==> src/sv/assert_macros.svh <==
`ifndef ASSERT_MACROS_SVH
`define ASSERT_MACROS_SVH

// expression holds at every clock edge out of reset
`define ASSERT_ALWAYS(label, expr, msg) \
	label: assert property (@(posedge clk) disable iff (!arst_n) (expr)) else $error(msg);

// consequence holds in the same cycle as the trigger
`define ASSERT_IMPL(label, ante, cons, msg) \
	label: assert property (@(posedge clk) disable iff (!arst_n) (ante) |-> (cons)) \
		else $error(msg);

// consequence holds in the cycle after the trigger
`define ASSERT_NEXT(label, ante, cons, msg) \
	label: assert property (@(posedge clk) disable iff (!arst_n) (ante) |=> (cons)) \
		else $error(msg);

`endif

==> src/sv/ffsa_pkg.sv <==
package ffsa_pkg;

	localparam logic [1:0] OP_ALLOC    = 2'd0;
	localparam logic [1:0] OP_RELEASE  = 2'd1;
	localparam logic [1:0] OP_COALESCE = 2'd2;

	localparam logic [2:0] ST_DONE      = 3'd0;
	localparam logic [2:0] ST_NO_FIT    = 3'd1;
	localparam logic [2:0] ST_ZERO_SIZE = 3'd2;
	localparam logic [2:0] ST_NO_OWNER  = 3'd3;
	localparam logic [2:0] ST_FULL      = 3'd4;

	localparam logic [7:0]  FREE_TAG   = 8'd63;
	localparam logic [15:0] POOL_RESET = 16'd1000;

	typedef struct packed {
		logic       capture;
		logic       cfg_load;
		logic       scan_start;
		logic       scan_rd;
		logic       scan_next;
		logic       shift_start;
		logic       shift_rd;
		logic       shift_wr;
		logic       wr_left;
		logic       wr_seg;
		logic       wr_free;
		logic       co_start;
		logic       co_rd;
		logic       co_ck;
		logic       co_end;
		logic       result_load;
		logic [2:0] result_status;
	} dp_cmd_t;

	typedef struct packed {
		logic [1:0] op;
		logic       req_zero;
		logic       fit;
		logic       left_zero;
		logic       match;
		logic       scan_last;
		logic       table_full;
		logic       shift_more;
		logic       co_more;
	} dp_sts_t;

endpackage

==> src/sv/ffsa_ctrl.sv <==
`include "assert_macros.svh"

module ffsa_ctrl (
	input  logic               clk,
	input  logic               arst_n,
	input  logic               item_valid,
	output logic               item_stall,
	output logic               result_valid,
	input  logic               result_stall,
	input  logic               cfg_valid,
	output logic               cfg_ready,
	input  ffsa_pkg::dp_sts_t  sts,
	output ffsa_pkg::dp_cmd_t  cmd
);

	typedef enum logic [10:0] {
		S_IDLE     = 11'b000_0000_0001,
		S_START    = 11'b000_0000_0010,
		S_SCAN_RD  = 11'b000_0000_0100,
		S_SCAN_CK  = 11'b000_0000_1000,
		S_SHIFT_RD = 11'b000_0001_0000,
		S_SHIFT_WR = 11'b000_0010_0000,
		S_WR_SEG   = 11'b000_0100_0000,
		S_CO_RD    = 11'b000_1000_0000,
		S_CO_CK    = 11'b001_0000_0000,
		S_CO_END   = 11'b010_0000_0000,
		S_FIN      = 11'b100_0000_0000
	} state_t;

	state_t     state_q, state_d;
	logic [2:0] code_q, code_d;
	logic       result_valid_q;
	logic       slot_free;

	assign slot_free    = !result_valid_q || !result_stall;
	assign result_valid = result_valid_q;
	assign cfg_ready    = (state_q == S_IDLE);
	assign item_stall   = (state_q != S_IDLE) || cfg_valid;

	always_comb begin
		state_d = state_q;
		code_d  = code_q;
		cmd     = '0;
		cmd.result_status = code_q;
		unique case (state_q)
			S_IDLE: begin
				if (cfg_valid) begin
					cmd.cfg_load = 1'b1;
				end else if (item_valid) begin
					cmd.capture = 1'b1;
					state_d     = S_START;
				end
			end
			S_START: begin
				if (sts.op == ffsa_pkg::OP_ALLOC && sts.req_zero) begin
					code_d  = ffsa_pkg::ST_ZERO_SIZE;
					state_d = S_FIN;
				end else if (sts.op == ffsa_pkg::OP_ALLOC || sts.op == ffsa_pkg::OP_RELEASE) begin
					cmd.scan_start = 1'b1;
					state_d        = S_SCAN_RD;
				end else if (sts.op == ffsa_pkg::OP_COALESCE) begin
					cmd.co_start = 1'b1;
					state_d      = S_CO_RD;
				end else begin
					code_d  = ffsa_pkg::ST_DONE;
					state_d = S_FIN;
				end
			end
			S_SCAN_RD: begin
				cmd.scan_rd = 1'b1;
				state_d     = S_SCAN_CK;
			end
			S_SCAN_CK: begin
				if (sts.op == ffsa_pkg::OP_ALLOC) begin
					priority if (sts.fit && sts.left_zero) begin
						cmd.wr_seg = 1'b1;
						code_d     = ffsa_pkg::ST_DONE;
						state_d    = S_FIN;
					end else if (sts.fit && sts.table_full) begin
						code_d  = ffsa_pkg::ST_FULL;
						state_d = S_FIN;
					end else if (sts.fit) begin
						cmd.shift_start = 1'b1;
						state_d         = S_SHIFT_RD;
					end else if (sts.scan_last) begin
						code_d  = ffsa_pkg::ST_NO_FIT;
						state_d = S_FIN;
					end else begin
						cmd.scan_next = 1'b1;
						state_d       = S_SCAN_RD;
					end
				end else begin
					priority if (sts.match) begin
						cmd.wr_free = 1'b1;
						code_d      = ffsa_pkg::ST_DONE;
						state_d     = S_FIN;
					end else if (sts.scan_last) begin
						code_d  = ffsa_pkg::ST_NO_OWNER;
						state_d = S_FIN;
					end else begin
						cmd.scan_next = 1'b1;
						state_d       = S_SCAN_RD;
					end
				end
			end
			S_SHIFT_RD: begin
				if (sts.shift_more) begin
					cmd.shift_rd = 1'b1;
					state_d      = S_SHIFT_WR;
				end else begin
					cmd.wr_left = 1'b1;
					state_d     = S_WR_SEG;
				end
			end
			S_SHIFT_WR: begin
				cmd.shift_wr = 1'b1;
				state_d      = S_SHIFT_RD;
			end
			S_WR_SEG: begin
				cmd.wr_seg = 1'b1;
				code_d     = ffsa_pkg::ST_DONE;
				state_d    = S_FIN;
			end
			S_CO_RD: begin
				cmd.co_rd = 1'b1;
				state_d   = S_CO_CK;
			end
			S_CO_CK: begin
				cmd.co_ck = 1'b1;
				state_d   = sts.co_more ? S_CO_RD : S_CO_END;
			end
			S_CO_END: begin
				cmd.co_end = 1'b1;
				code_d     = ffsa_pkg::ST_DONE;
				state_d    = S_FIN;
			end
			S_FIN: begin
				if (slot_free) begin
					cmd.result_load = 1'b1;
					state_d         = S_IDLE;
				end
			end
			default: begin
				state_d = S_IDLE;
			end
		endcase
	end

	always_ff @(posedge clk or negedge arst_n) begin
		if (!arst_n) begin
			state_q        <= S_IDLE;
			code_q         <= ffsa_pkg::ST_DONE;
			result_valid_q <= 1'b0;
		end else begin
			state_q <= state_d;
			code_q  <= code_d;
			if (cmd.result_load) begin
				result_valid_q <= 1'b1;
			end else if (!result_stall) begin
				result_valid_q <= 1'b0;
			end
		end
	end

	`ASSERT_NEXT(a_busy_after_accept, item_valid && !item_stall, !cfg_ready, "item transfer did not leave idle")
	`ASSERT_ALWAYS(a_cfg_excludes_item, !(cfg_valid && cfg_ready && item_valid && !item_stall), "config and item transfer together")
	`ASSERT_IMPL(a_load_into_free_slot, cmd.result_load, slot_free, "result loaded over a stalled result")

endmodule

==> src/sv/ffsa_dp.sv <==
`include "assert_macros.svh"

module ffsa_dp #(
	parameter int MAX_SEGMENTS = 16,
	parameter int SIZE_BITS    = 16
) (
	input  logic               clk,
	input  logic               arst_n,
	input  ffsa_pkg::dp_cmd_t  cmd,
	output ffsa_pkg::dp_sts_t  sts,
	input  logic [1:0]         operation,
	input  logic [7:0]         owner_tag,
	input  logic [15:0]        request_size,
	input  logic [15:0]        cfg_data,
	output logic [2:0]         status,
	output logic [3:0]         segment_index
);

	localparam int IW   = $clog2(MAX_SEGMENTS);
	localparam int CW   = $clog2(MAX_SEGMENTS + 1);
	localparam int EW   = SIZE_BITS + 9;
	localparam int CMPW = (SIZE_BITS > 16) ? SIZE_BITS : 16;
	localparam logic [CW-1:0] CNT_MAX = CW'(MAX_SEGMENTS);
	localparam logic [CW-1:0] CNT_ONE = CW'(1);

	logic [EW-1:0]        mem [MAX_SEGMENTS];
	logic [EW-1:0]        raw_s1;
	logic                 init_s1;
	logic [EW-1:0]        rdata;

	logic [1:0]           op_q;
	logic [7:0]           tag_q;
	logic [15:0]          req_q;
	logic [SIZE_BITS-1:0] pool_q;
	logic                 init_q;
	logic [CW-1:0]        count_q;
	logic [CW-1:0]        i_q, j_q, r_q, w_q;
	logic [SIZE_BITS-1:0] left_q;
	logic [EW-1:0]        acc_q;
	logic [2:0]           status_q;
	logic [3:0]           index_q;

	logic                 rd_en;
	logic [IW-1:0]        raddr;
	logic                 we;
	logic [IW-1:0]        waddr;
	logic [EW-1:0]        wdata;

	logic                 rd_used;
	logic [7:0]           rd_owner;
	logic [SIZE_BITS-1:0] rd_size;
	logic [CMPW-1:0]      size_ext, req_ext, diff_ext;
	logic [CW-1:0]        ip1, jm1, rp1;
	logic                 co_merge;
	logic [IW-1:0]        idx_sel;
	logic [IW+3:0]        idx_ext;

	assign rdata    = init_s1 ? {1'b0, 8'd0, pool_q} : raw_s1;
	assign rd_used  = rdata[EW-1];
	assign rd_owner = rdata[EW-2 -: 8];
	assign rd_size  = rdata[SIZE_BITS-1:0];
	assign size_ext = CMPW'(rd_size);
	assign req_ext  = CMPW'(req_q);
	assign diff_ext = size_ext - req_ext;
	assign ip1      = i_q + CNT_ONE;
	assign jm1      = j_q - CNT_ONE;
	assign rp1      = r_q + CNT_ONE;
	assign co_merge = !acc_q[EW-1] && !rd_used;

	assign sts.op         = op_q;
	assign sts.req_zero   = (req_q == 16'd0);
	assign sts.fit        = !rd_used && (size_ext >= req_ext);
	assign sts.left_zero  = (size_ext == req_ext);
	assign sts.match      = rd_used && (rd_owner == tag_q);
	assign sts.scan_last  = (ip1 == count_q);
	assign sts.table_full = (count_q == CNT_MAX);
	assign sts.shift_more = (j_q > ip1);
	assign sts.co_more    = (rp1 < count_q);

	assign rd_en = cmd.scan_rd || cmd.shift_rd || cmd.co_rd;

	always_comb begin
		priority if (cmd.shift_rd) begin
			raddr = jm1[IW-1:0];
		end else if (cmd.co_rd) begin
			raddr = r_q[IW-1:0];
		end else begin
			raddr = i_q[IW-1:0];
		end
	end

	always_comb begin
		we    = 1'b0;
		waddr = i_q[IW-1:0];
		wdata = rdata;
		priority if (cmd.shift_wr) begin
			we    = 1'b1;
			waddr = j_q[IW-1:0];
			wdata = rdata;
		end else if (cmd.wr_left) begin
			we    = 1'b1;
			waddr = ip1[IW-1:0];
			wdata = {1'b0, ffsa_pkg::FREE_TAG, left_q};
		end else if (cmd.wr_seg) begin
			we    = 1'b1;
			waddr = i_q[IW-1:0];
			wdata = {1'b1, tag_q, req_ext[SIZE_BITS-1:0]};
		end else if (cmd.wr_free) begin
			we    = 1'b1;
			waddr = i_q[IW-1:0];
			wdata = {1'b0, ffsa_pkg::FREE_TAG, rd_size};
		end else if ((cmd.co_ck && r_q != '0 && !co_merge) || cmd.co_end) begin
			we    = 1'b1;
			waddr = w_q[IW-1:0];
			wdata = acc_q;
		end
	end

	always_ff @(posedge clk) begin
		if (we) begin
			mem[waddr] <= wdata;
		end
		if (rd_en) begin
			raw_s1  <= mem[raddr];
			init_s1 <= init_q && (raddr == '0);
		end
	end

	always_ff @(posedge clk or negedge arst_n) begin
		if (!arst_n) begin
			pool_q  <= SIZE_BITS'(ffsa_pkg::POOL_RESET);
			init_q  <= 1'b1;
			count_q <= CNT_ONE;
		end else begin
			if (cmd.cfg_load) begin
				pool_q  <= SIZE_BITS'(cfg_data);
				init_q  <= 1'b1;
				count_q <= CNT_ONE;
			end else begin
				if (we && waddr == '0) begin
					init_q <= 1'b0;
				end
				if (cmd.wr_left) begin
					count_q <= count_q + CNT_ONE;
				end else if (cmd.co_end) begin
					count_q <= w_q + CNT_ONE;
				end
			end
		end
	end

	always_ff @(posedge clk) begin
		if (cmd.capture) begin
			op_q  <= operation;
			tag_q <= owner_tag;
			req_q <= request_size;
		end
		if (cmd.scan_start) begin
			i_q <= '0;
		end else if (cmd.scan_next) begin
			i_q <= ip1;
		end
		if (cmd.shift_start) begin
			j_q    <= count_q;
			left_q <= diff_ext[SIZE_BITS-1:0];
		end else if (cmd.shift_wr) begin
			j_q <= jm1;
		end
		if (cmd.co_start) begin
			r_q <= '0;
			w_q <= '0;
		end else if (cmd.co_ck) begin
			r_q <= rp1;
			if (r_q == '0) begin
				acc_q <= rdata;
			end else if (co_merge) begin
				acc_q[SIZE_BITS-1:0] <= acc_q[SIZE_BITS-1:0] + rd_size;
			end else begin
				acc_q <= rdata;
				w_q   <= w_q + CNT_ONE;
			end
		end
		if (cmd.result_load) begin
			status_q <= cmd.result_status;
			index_q  <= idx_ext[3:0];
		end
	end

	always_comb begin
		if (cmd.result_status == ffsa_pkg::ST_DONE &&
			(op_q == ffsa_pkg::OP_ALLOC || op_q == ffsa_pkg::OP_RELEASE)) begin
			idx_sel = i_q[IW-1:0];
		end else begin
			idx_sel = '0;
		end
	end

	assign idx_ext       = {4'b0000, idx_sel};
	assign status        = status_q;
	assign segment_index = index_q;

	`ASSERT_ALWAYS(a_count_range, (count_q != '0) && (count_q <= CNT_MAX), "segment count out of range")
	`ASSERT_IMPL(a_write_in_table, we, CW'(waddr) <= count_q, "write beyond end of table")
	`ASSERT_IMPL(a_scan_in_table, cmd.scan_rd, i_q < count_q, "scan beyond end of table")

endmodule

==> src/sv/first_fit_segment_allocator_top.sv <==
// operation: allocate scans segments for the first free one that fits and splits off any leftover
// by moving later entries up; zero size and unused operation codes go straight to the result
// release scans for the owner's segment and frees it, coalesce merges adjacent free segments
// concurrency: one operation at a time, new items are stalled until the last result is loaded;
// the segment table has a single read port, shared by the scan, shift and coalesce steps
// reset: asynchronous, active low, one free segment of 1000 units; a pool write reloads it
module first_fit_segment_allocator_top #(
	parameter int MAX_SEGMENTS = 16,
	parameter int SIZE_BITS    = 16
) (
	input  logic        clk,
	input  logic        arst_n,
	input  logic        item_valid,
	output logic        item_stall,
	input  logic [1:0]  operation,
	input  logic [7:0]  owner_tag,
	input  logic [15:0] request_size,
	output logic        result_valid,
	input  logic        result_stall,
	output logic [2:0]  status,
	output logic [3:0]  segment_index,
	input  logic        cfg_valid,
	output logic        cfg_ready,
	input  logic [15:0] pool_size
);

	ffsa_pkg::dp_cmd_t cmd;
	ffsa_pkg::dp_sts_t sts;

	ffsa_ctrl u_ctrl (
		.clk          (clk),
		.arst_n       (arst_n),
		.item_valid   (item_valid),
		.item_stall   (item_stall),
		.result_valid (result_valid),
		.result_stall (result_stall),
		.cfg_valid    (cfg_valid),
		.cfg_ready    (cfg_ready),
		.sts          (sts),
		.cmd          (cmd)
	);

	ffsa_dp #(
		.MAX_SEGMENTS (MAX_SEGMENTS),
		.SIZE_BITS    (SIZE_BITS)
	) u_dp (
		.clk           (clk),
		.arst_n        (arst_n),
		.cmd           (cmd),
		.sts           (sts),
		.operation     (operation),
		.owner_tag     (owner_tag),
		.request_size  (request_size),
		.cfg_data      (pool_size),
		.status        (status),
		.segment_index (segment_index)
	);

endmodule
==> config.mk <==
export PLATFORM = sky130hd
export DESIGN_NAME = first_fit_segment_allocator_top
export DESIGN_NICKNAME = d
export VERILOG_FILES = /design/src/sv/ffsa_pkg.sv /design/src/sv/ffsa_ctrl.sv /design/src/sv/ffsa_dp.sv /design/src/sv/first_fit_segment_allocator_top.sv
export VERILOG_INCLUDE_DIRS = /design/src /design/src/sv
export SDC_FILE = /design/constraint.sdc
export NUM_CORES = 1
export LEC_CHECK = 0
export ABC_AREA = 1
export BUFFER_PORTS_ARGS = -buffer_cell sky130_fd_sc_hd__buf_4
export CAP_MARGIN = 20
export CORE_MARGIN = 1.5
export CORE_UTILIZATION = 35
export CTS_CLUSTER_DIAMETER = 40
export DETAILED_ROUTE_END_ITERATION = 12
export PLACE_DENSITY = 0.61
export RECOVER_POWER = 100
export SYNTH_ARGS = -nofsm -noshare
export SYNTH_HDL_FRONTEND = slang
export SYNTH_SLANG_ARGS = --single-unit
export TNS_END_PERCENT = 30
==> constraint.sdc <==
create_clock -name clk -period 4.7 [get_ports clk]
set_clock_uncertainty 0.1 [all_clocks]
set_input_delay 0.235 -clock clk [delete_from_list [all_inputs] [get_ports clk]]
set_output_delay 0.235 -clock clk [all_outputs]
set_load 0.01 [all_outputs]
==> impl_metrics.toml, run 1 <==
[floorplan]
die_w_um = 280.5
ios = 57
rows = 101
floorplan.die.height_um = 280.5
core_region_area_sq_um = 76080
initial_core_utilization_pct = 35.44
fp.dieArea_sq_um = 78700

[worst_setup_path]
critical_path_arrival_ns = 4.59
r2r_start = "u_dp.init_s1"
timing.setup.critical_path_class = "register to register"
cp.required_ns = 4.92
start_kind = "register"
setup.worst_path.end_class = "register"
crit_start = "u_dp.init_s1"
timing.critical_path.fanout_max = 27

[sta]
worst_pin_slew_ns = 2.490
report.final.setup_viol = 0
worst_slack_ns = 0.3293
grt_setup_unrepaired = "false"
finalHoldWorstSlack_ns = 0.2448
timing.slew.headroom_pct = -66.03
timing_hold_violations_final = 0
timing_max_transition_violations_final = 92
fmaxAchievable_mhz = 228.8
finalCritPeriodShare_pct = 92.99
timing.final.crit_period_ns = 4.371
setup_total_negative_slack_ns = 0

[synthesis]
ys_dominant_reg_cell = "sky130_fd_sc_hd__edfxtp_1"
synth_commonest_cells = "sky130_fd_sc_hd__nand2_1, sky130_fd_sc_hd__edfxtp_1, sky130_fd_sc_hd__inv_1, sky130_fd_sc_hd__nand3_1, sky130_fd_sc_hd__nor2_1"
synth_largest_area_cell = "sky130_fd_sc_hd__edfxtp_1"
yosysMostFrequentCell = "sky130_fd_sc_hd__nand2_1"
synth_cell_types = 50
synth.ff_latch_count = 557
synth.top_cells.by_area = "sky130_fd_sc_hd__edfxtp_1, sky130_fd_sc_hd__nand2_1, sky130_fd_sc_hd__nand3_1"
async_reset_ff_share_pct = 6.643
postSynthNetCount = 2864
synth-warning-count = 0
synth-seq-area-share_pct = 60.84
number_of_synthesized_flops_with_an_enable_pin = 505
netlist.area_leader.share_pct = 56.25
synth.cell_area_sq_um = 26960
post_synth_inst_count = 2768
syn_avg_cell_area_sq_um = 9.740

[drt]
route.detailed.wl_per_inst_um = 18.19
totalWireLength_um = 73390
post_drt_via_cell_ratio = 4.877
detailedRoute.firstIterationViolations = 1734
antenna_left = 0
detail_route.first_pass.iterations = 5
drt_drc_violations_left = 0
route.vias.total = 19680

[cts]
cts_repair_resize_count = 0
postCtsHoldBufs = 47
root_buffer = "sky130_fd_sc_hd__clkbuf_16"
cts_htree_levels = 3
tritoncts_num_sinks = 557
cts_inserted_buffers = 86
post_cts.repair.setup_buffers = 0
clockBufferDepth = 3
cts.reportedPaths.clkPinSlew_ns = 0.06
clk-insertion-delay-late_ns = 0.63
tritoncts = "done"

[cells_and_area]
seqCellArea_sq_um = 16400
layout.filler_cells = 7309
multi_input_area_sq_um = 8327
antenna_cells_inserted = 0
area_growth_pct = 19.88
drive_gt1_share_pct = 11.08
filler_free_cell_count_of_the_finished_design = 4035
final_nets = 3028

[status]
run_status = "complete, but fails checks"
failed_checks = "capacitance limit, slew limit"

[flow_run]
timing.max_cap.violations = 3

[place]
hpwl_um = 45860
placedCellCount = 3827
preCtsSetupSlack_ns = 0.5844
gp_routability_congestion = 0.9094
io_buffers = 56

[global_route]
maximum_number_of_pins_on_one_net_before_global_route_repair = 101
number_of_global_route_vias_before_repair = 19460
groute.usage.overall_pct = 18.95
total_gr_overflow = 0
grt_pass1_wl_um = 113700
number_of_antenna_violations_at_the_first_check_in_global_routing = 4

[power_and_ir_drop]
ir_drop_uv = 326.6
cellInternalPower_w = 0.01120
p_clk_share_pct = 38.9
sw_frac_of_total_pct = 33.48
power_frac_seq_pct = 35.6
combinationalPowerShare_pct = 25.5
power_per_cell_area_nw_per_um2 = 521.0
total_switching_power_w = 0.005637
leakage_nw = 13.78

[hold_path]
hp-class = "primary input to register"
hold_path.startpoint = "request_size[2]"
[metal layers]
metal  GRT usage (%)  vias to the layer above  share of wire [%]
met5               0                        -                  0
li1                -                     9533                  -
met3           3.006                      131                6.9
met4           6.819                        0                2.7
met1           24.95                     9331                 43
met2           31.51                      685                 47
[worst max-delay path, stage by stage, from the launching register on]
cell and delay [ns]:
sky130_fd_sc_hd__edfxtp_1 0.38, sky130_fd_sc_hd__inv_1 0.48, sky130_fd_sc_hd__buf_4 0.31, sky130_fd_sc_hd__nand2_2 0.14
sky130_fd_sc_hd__nand2_1 0.11, sky130_fd_sc_hd__nand2_1 0.06, sky130_fd_sc_hd__inv_1 0.04, sky130_fd_sc_hd__nand3_1 0.06
sky130_fd_sc_hd__buf_4 0.19, sky130_fd_sc_hd__nand2_2 0.42, sky130_fd_sc_hd__inv_2 0.39, sky130_fd_sc_hd__nand4_1 0.36
sky130_fd_sc_hd__nand3_1 0.38, sky130_fd_sc_hd__nor2_4 0.36, sky130_fd_sc_hd__buf_4 0.26
[final timing paths]
path | endpoint | slack (ns) | depth (start not counted)
min in group asynchronous | u_dp.pool_q[0] | 0.84 | 2
max reg2reg | u_dp.mem[6][2] | 0.33 | 14
min reg2reg | u_dp.status[1] | 0.39 | 0
min | u_dp.req_ext[2] | 0.24 | 2
max in group asynchronous | u_dp.pool_q[12] | 2.23 | 2
max | u_dp.mem[6][2] | 0.33 | 14
[cell families (layout without fill, tap and decap cells)]
kind of cell	after synthesis	after routing	share of synthesized area [%]
AND/OR/NAND/NOR	1331	1331	22.35
buffers and inverters	589	826	8.702
flip-flops	557	557	60.84
AO/OA/AOI/OAI	189	189	3.912
adder cells (fa/ha/maj)	49	49	2.330
XOR/XNOR	37	37	1.202
multiplexers	16	16	0.6683
[layout by cell type, fill, tap and decap left out, types with 5 or more instances in the layout]
cell type	n
sky130_fd_sc_hd__o211ai_1	10
sky130_fd_sc_hd__buf_4	48
sky130_fd_sc_hd__clkbuf_1	31
sky130_fd_sc_hd__bufinv_16	11
sky130_fd_sc_hd__nand2_2	5
sky130_fd_sc_hd__buf_12	12
sky130_fd_sc_hd__edfxtp_1	505
sky130_fd_sc_hd__xnor2_1	16
sky130_fd_sc_hd__dfxtp_1	15
sky130_fd_sc_hd__nand4_1	13
sky130_fd_sc_hd__dfstp_2	8
sky130_fd_sc_hd__clkbuf_4	29
sky130_fd_sc_hd__ha_1	47
sky130_fd_sc_hd__nand3_1	437
sky130_fd_sc_hd__inv_1	470
sky130_fd_sc_hd__inv_2	7
sky130_fd_sc_hd__nand2_1	662
sky130_fd_sc_hd__clkbuf_16	87
sky130_fd_sc_hd__clkbuf_2	30
sky130_fd_sc_hd__nand3b_1	80
sky130_fd_sc_hd__nor2_2	5
sky130_fd_sc_hd__nor2_1	89
sky130_fd_sc_hd__clkinv_4	6
sky130_fd_sc_hd__clkinvlp_4	10
sky130_fd_sc_hd__nor3_1	12
sky130_fd_sc_hd__a21boi_0	6
sky130_fd_sc_hd__o21ai_0	93
sky130_fd_sc_hd__dlygate4sd3_1	47
sky130_fd_sc_hd__dfrtp_1	28
sky130_fd_sc_hd__nor2_4	12
sky130_fd_sc_hd__a21oi_1	50
sky130_fd_sc_hd__inv_6	17
sky130_fd_sc_hd__xor2_1	21
sky130_fd_sc_hd__clkinv_2	7
sky130_fd_sc_hd__mux2_2	15
sky130_fd_sc_hd__clkinv_1	7
[power by group through the flow]
stage	Sequential [W]	Combinational (W)	Clock, W
CTS	0.00598	0.00435	0.00664
floorplan	0.00601	0.00283	0
finish	0.00599	0.00429	0.00656
global route	0.00600	0.00476	0.00685
detailed placement	0.00608	0.00428	0
global placement	0.00608	0.00425	0
[per-stage QoR]
| stage | power [W] | util, % | cell area [sq um] |
|---|---|---|---|
| final | 0.01684 | 42.48 | 32320 |
| after global routing | 0.01761 | 42.48 | 32320 |
| after CTS | 0.01698 | 42.77 | 32540 |
| after detailed placement | 0.01036 | 38.22 | 29080 |
| after global placement | 0.01033 | 38.21 | 29070 |
| after floorplan | 0.008843 | - | 26960 |
[area by class of cell]
type,count,area share [%]
sequential,557,50.75
multi-input combinational,1622,25.76
clock buffer,99,6.875
inverter,480,5.579
timing repair buffer,185,4.673
tap,1030,3.987
clock inverter,62,2.373
[flip-flops by register name, indices dropped and copies added, names as in the netlist, 2 cells and up]
| register | count |
|---|---|
| u_dp.raw_s1 | 25 |
| u_dp.status | 3 |
| u_dp.acc_q | 25 |
| u_dp.w_q | 5 |
| u_dp.tag_q | 8 |
| u_dp.j_q | 5 |
| u_ctrl.state_q | 11 |
| u_dp.pool_q | 16 |
| u_dp.mem | 400 |
| u_dp.i_q | 5 |
| u_dp.req_ext | 16 |
| u_dp.r_q | 5 |
| u_ctrl.code_q | 3 |
| u_dp.count_q | 5 |
| u_dp.left_q | 16 |
| u_dp.op_q | 2 |
| u_dp.segment_index | 4 |
Power figures use the tool's default switching activity.
==> run 2, diff against run 1 <==
CORE_MARGIN = default   (was 1.5)
RECOVER_POWER = default   (was 100)
==> run 2 against run 1 <==
Via count up 1.1%. Worst setup slack better by 0.20 ns. Critical path depth up 1. Global-route usage about the same. Cell count up 0.17%. The run now ends clean.
==> impl_metrics.toml, run 2 (synthesis gave the netlist of run 1 again) <==
[floorplan]
core_region_area_sq_um = 76080
floorplan.die.height_um = 279.5
rows = 101
fp.dieArea_sq_um = 78140
initial_core_utilization_pct = 35.44
ios = 57
die_w_um = 279.5

[sta]
report.final.setup_viol = 0
worst_slack_ns = 0.5308
timing_max_transition_violations_final = 0
timing.slew.headroom_pct = 27.67
setup_total_negative_slack_ns = 0
finalCritPeriodShare_pct = 88.71
timing_hold_violations_final = 0
timing.final.crit_period_ns = 4.169
worst_pin_slew_ns = 1.085
grt_setup_unrepaired = "false"
fmaxAchievable_mhz = 239.9

[cells_and_area]
largest_register_ff_count = 400
most_frequent_standard_cell_in_the_layout_excluding_fill_and_tap_cells = "sky130_fd_sc_hd__nand2_1"
biggestRegsByFlops = "u_dp.mem x400, u_dp.acc_q x25, u_dp.raw_s1 x25"
area_growth_pct = 21.52
seqCellArea_sq_um = 16400
drive_gt1_share_pct = 12.45
multi_input_area_sq_um = 8397
filler_free_cell_count_of_the_finished_design = 4042
mostFrequentLayoutCells = "sky130_fd_sc_hd__nand2_1, sky130_fd_sc_hd__edfxtp_1, sky130_fd_sc_hd__inv_1, sky130_fd_sc_hd__nand3_1, sky130_fd_sc_hd__buf_4"
top_register = "u_dp.mem"
utilization_pct = 43.06
antenna_cells_inserted = 0
final_nets = 3027
layout.filler_cells = 7224

[worst_setup_path]
setup.worst_path.end_class = "register"
critical_path_arrival_ns = 4.41
crit_path_max_incr_delay_ns = 0.54
timing.setup.critical_path_class = "register to register"
timing.reg2reg.setup_slack_ns = 0.53
start_kind = "register"
worstPathCellList = "nand3_1, xor2_1, inv_1, ha_1, nand2_1, nor2_1, nand2_1, nand3_2, nand2_2, nand2_2, nand3_1, a21oi_1, nand2_1, nor2_4, buf_12"
cp.required_ns = 4.94
timing.critical_path.fanout_max = 17
crit_top_cell = "sky130_fd_sc_hd__nand2_1"
cpMaxStageDelayCell = "sky130_fd_sc_hd__nor2_4"

[drt]
route.detailed.wl_per_inst_um = 18.25
detail_route.first_pass.iterations = 5
detailedRoute.firstIterationViolations = 2100
post_drt_via_cell_ratio = 4.924
route.vias.total = 19900
antenna_left = 0
drt_drc_violations_left = 0
totalWireLength_um = 73750

[power_and_ir_drop]
report.power.total_w = 0.01733
power_per_cell_area_nw_per_um2 = 529.0
leakage_nw = 13.98
ir_drop_uv = 280.4

[cts]
root_buffer = "sky130_fd_sc_hd__clkbuf_16"
cts_repair_resize_count = 0
cts_htree_levels = 3
clockBufferDepth = 3
clk-insertion-delay-late_ns = 0.64
tritoncts = "done"
tritoncts_num_sinks = 557
cts.reportedPaths.clkPinSlew_ns = 0.05
post_cts.repair.setup_buffers = 0
cts_inserted_buffers = 93

[place]
hpwl_um = 45940
gp_routability_congestion = 0.9400
io_buffers = 56
placedCellCount = 3819
preCtsSetupSlack_ns = 0.5921

[global_route]
number_of_antenna_violations_at_the_first_check_in_global_routing = 1
maximum_number_of_pins_on_one_net_before_global_route_repair = 77
groute.usage.overall_pct = 18.90
number_of_global_route_vias_before_repair = 19010
grt_pass1_wl_um = 112700
total_gr_overflow = 0

[hold_path]
hp-class = "primary input to asynchronous set/reset pin"

[flow_run]
timing.max_cap.violations = 0

[status]
run_status = "finished, final reports clean"
==> run 2: cell count changes in the layout (fill, tap and decap cells not counted), moves of 5 or more <==
| cell | before | now |
|---|---|---|
| sky130_fd_sc_hd__o21ai_0 | 93 | 82 |
| sky130_fd_sc_hd__clkinv_1 | 7 | 12 |
| sky130_fd_sc_hd__nor2_4 | 12 | 17 |
| sky130_fd_sc_hd__clkinv_2 | 7 | 14 |
| sky130_fd_sc_hd__o21ai_1 | 2 | 13 |
| sky130_fd_sc_hd__clkbuf_1 | 31 | 9 |
| sky130_fd_sc_hd__buf_4 | 48 | 116 |
| sky130_fd_sc_hd__clkbuf_2 | 30 | 0 |
| sky130_fd_sc_hd__nor2_1 | 89 | 81 |
| sky130_fd_sc_hd__clkbuf_4 | 29 | 0 |
| sky130_fd_sc_hd__clkbuf_16 | 87 | 95 |
==> run 2: area by class of cell <==
type                       instances  share of cell area (%)
timing repair buffer             177                   4.950
clock buffer                     106                   7.444
inverter                         480                   5.507
clock inverter                    70                   2.467
multi-input combinational       1622                   25.63
sequential                       557                   50.07
tap                             1030                   3.934
==> run 2: stage by stage <==
step | hold slack (ns) | instance area (sq um)
after floorplan | -0.1606 | 26960
after global placement | 0.1627 | 29040
after detailed placement | 0.1578 | 29040
after CTS | 0.06700 | 32760
after global routing | 0.1026 | 32760
final | 0.06058 | 32760
==> run 2: layer usage <==
layer / GRT usage, % / vias to the layer above / share of wire, %
met4: 6.137 / 0 / 2.6
li1: - / 9548 / -
met1: 26.40 / 9500 / 45
met2: 29.60 / 722 / 45
met3: 3.470 / 132 / 6.7
met5: 0 / - / 0
==> run 2: worst max-delay path: cells and delay by family (launching register included) <==
family,cells,cell delay (ns)
buf+inv,2,0.34
fa+ha+maj,1,0.29
simple gates,10,2.01
compound gates,1,0.30
xor+xnor,1,0.37
flops,1,0.46
==> run 2: power by group <==
group          switching, W  internal (W)  leakage, nW
Combinational       0.00305       0.00132         7.26
Clock               0.00253       0.00445         1.57
Sequential         0.000140       0.00584         5.15
==> run 2: final timing paths <==
path,from,end,depth (start not counted)
min in group clk,request_size[10],u_dp.req_ext[10],2
max reg2reg,u_dp.i_q[0],u_dp.mem[0][22],15
max,u_dp.i_q[0],u_dp.mem[0][22],15
max in group asynchronous,arst_n,u_ctrl.state_q[9],2
min reg2reg,u_dp.pool_q[13],u_dp.pool_q[13],1
min,arst_n,u_ctrl.state_q[7],2
==> run 2: timing repair <==
item / CTS / global route
hold buffers: 47 / 0
hold endpoints to repair: 90 / 0
endpoints found under the setup margin: 0 / 0
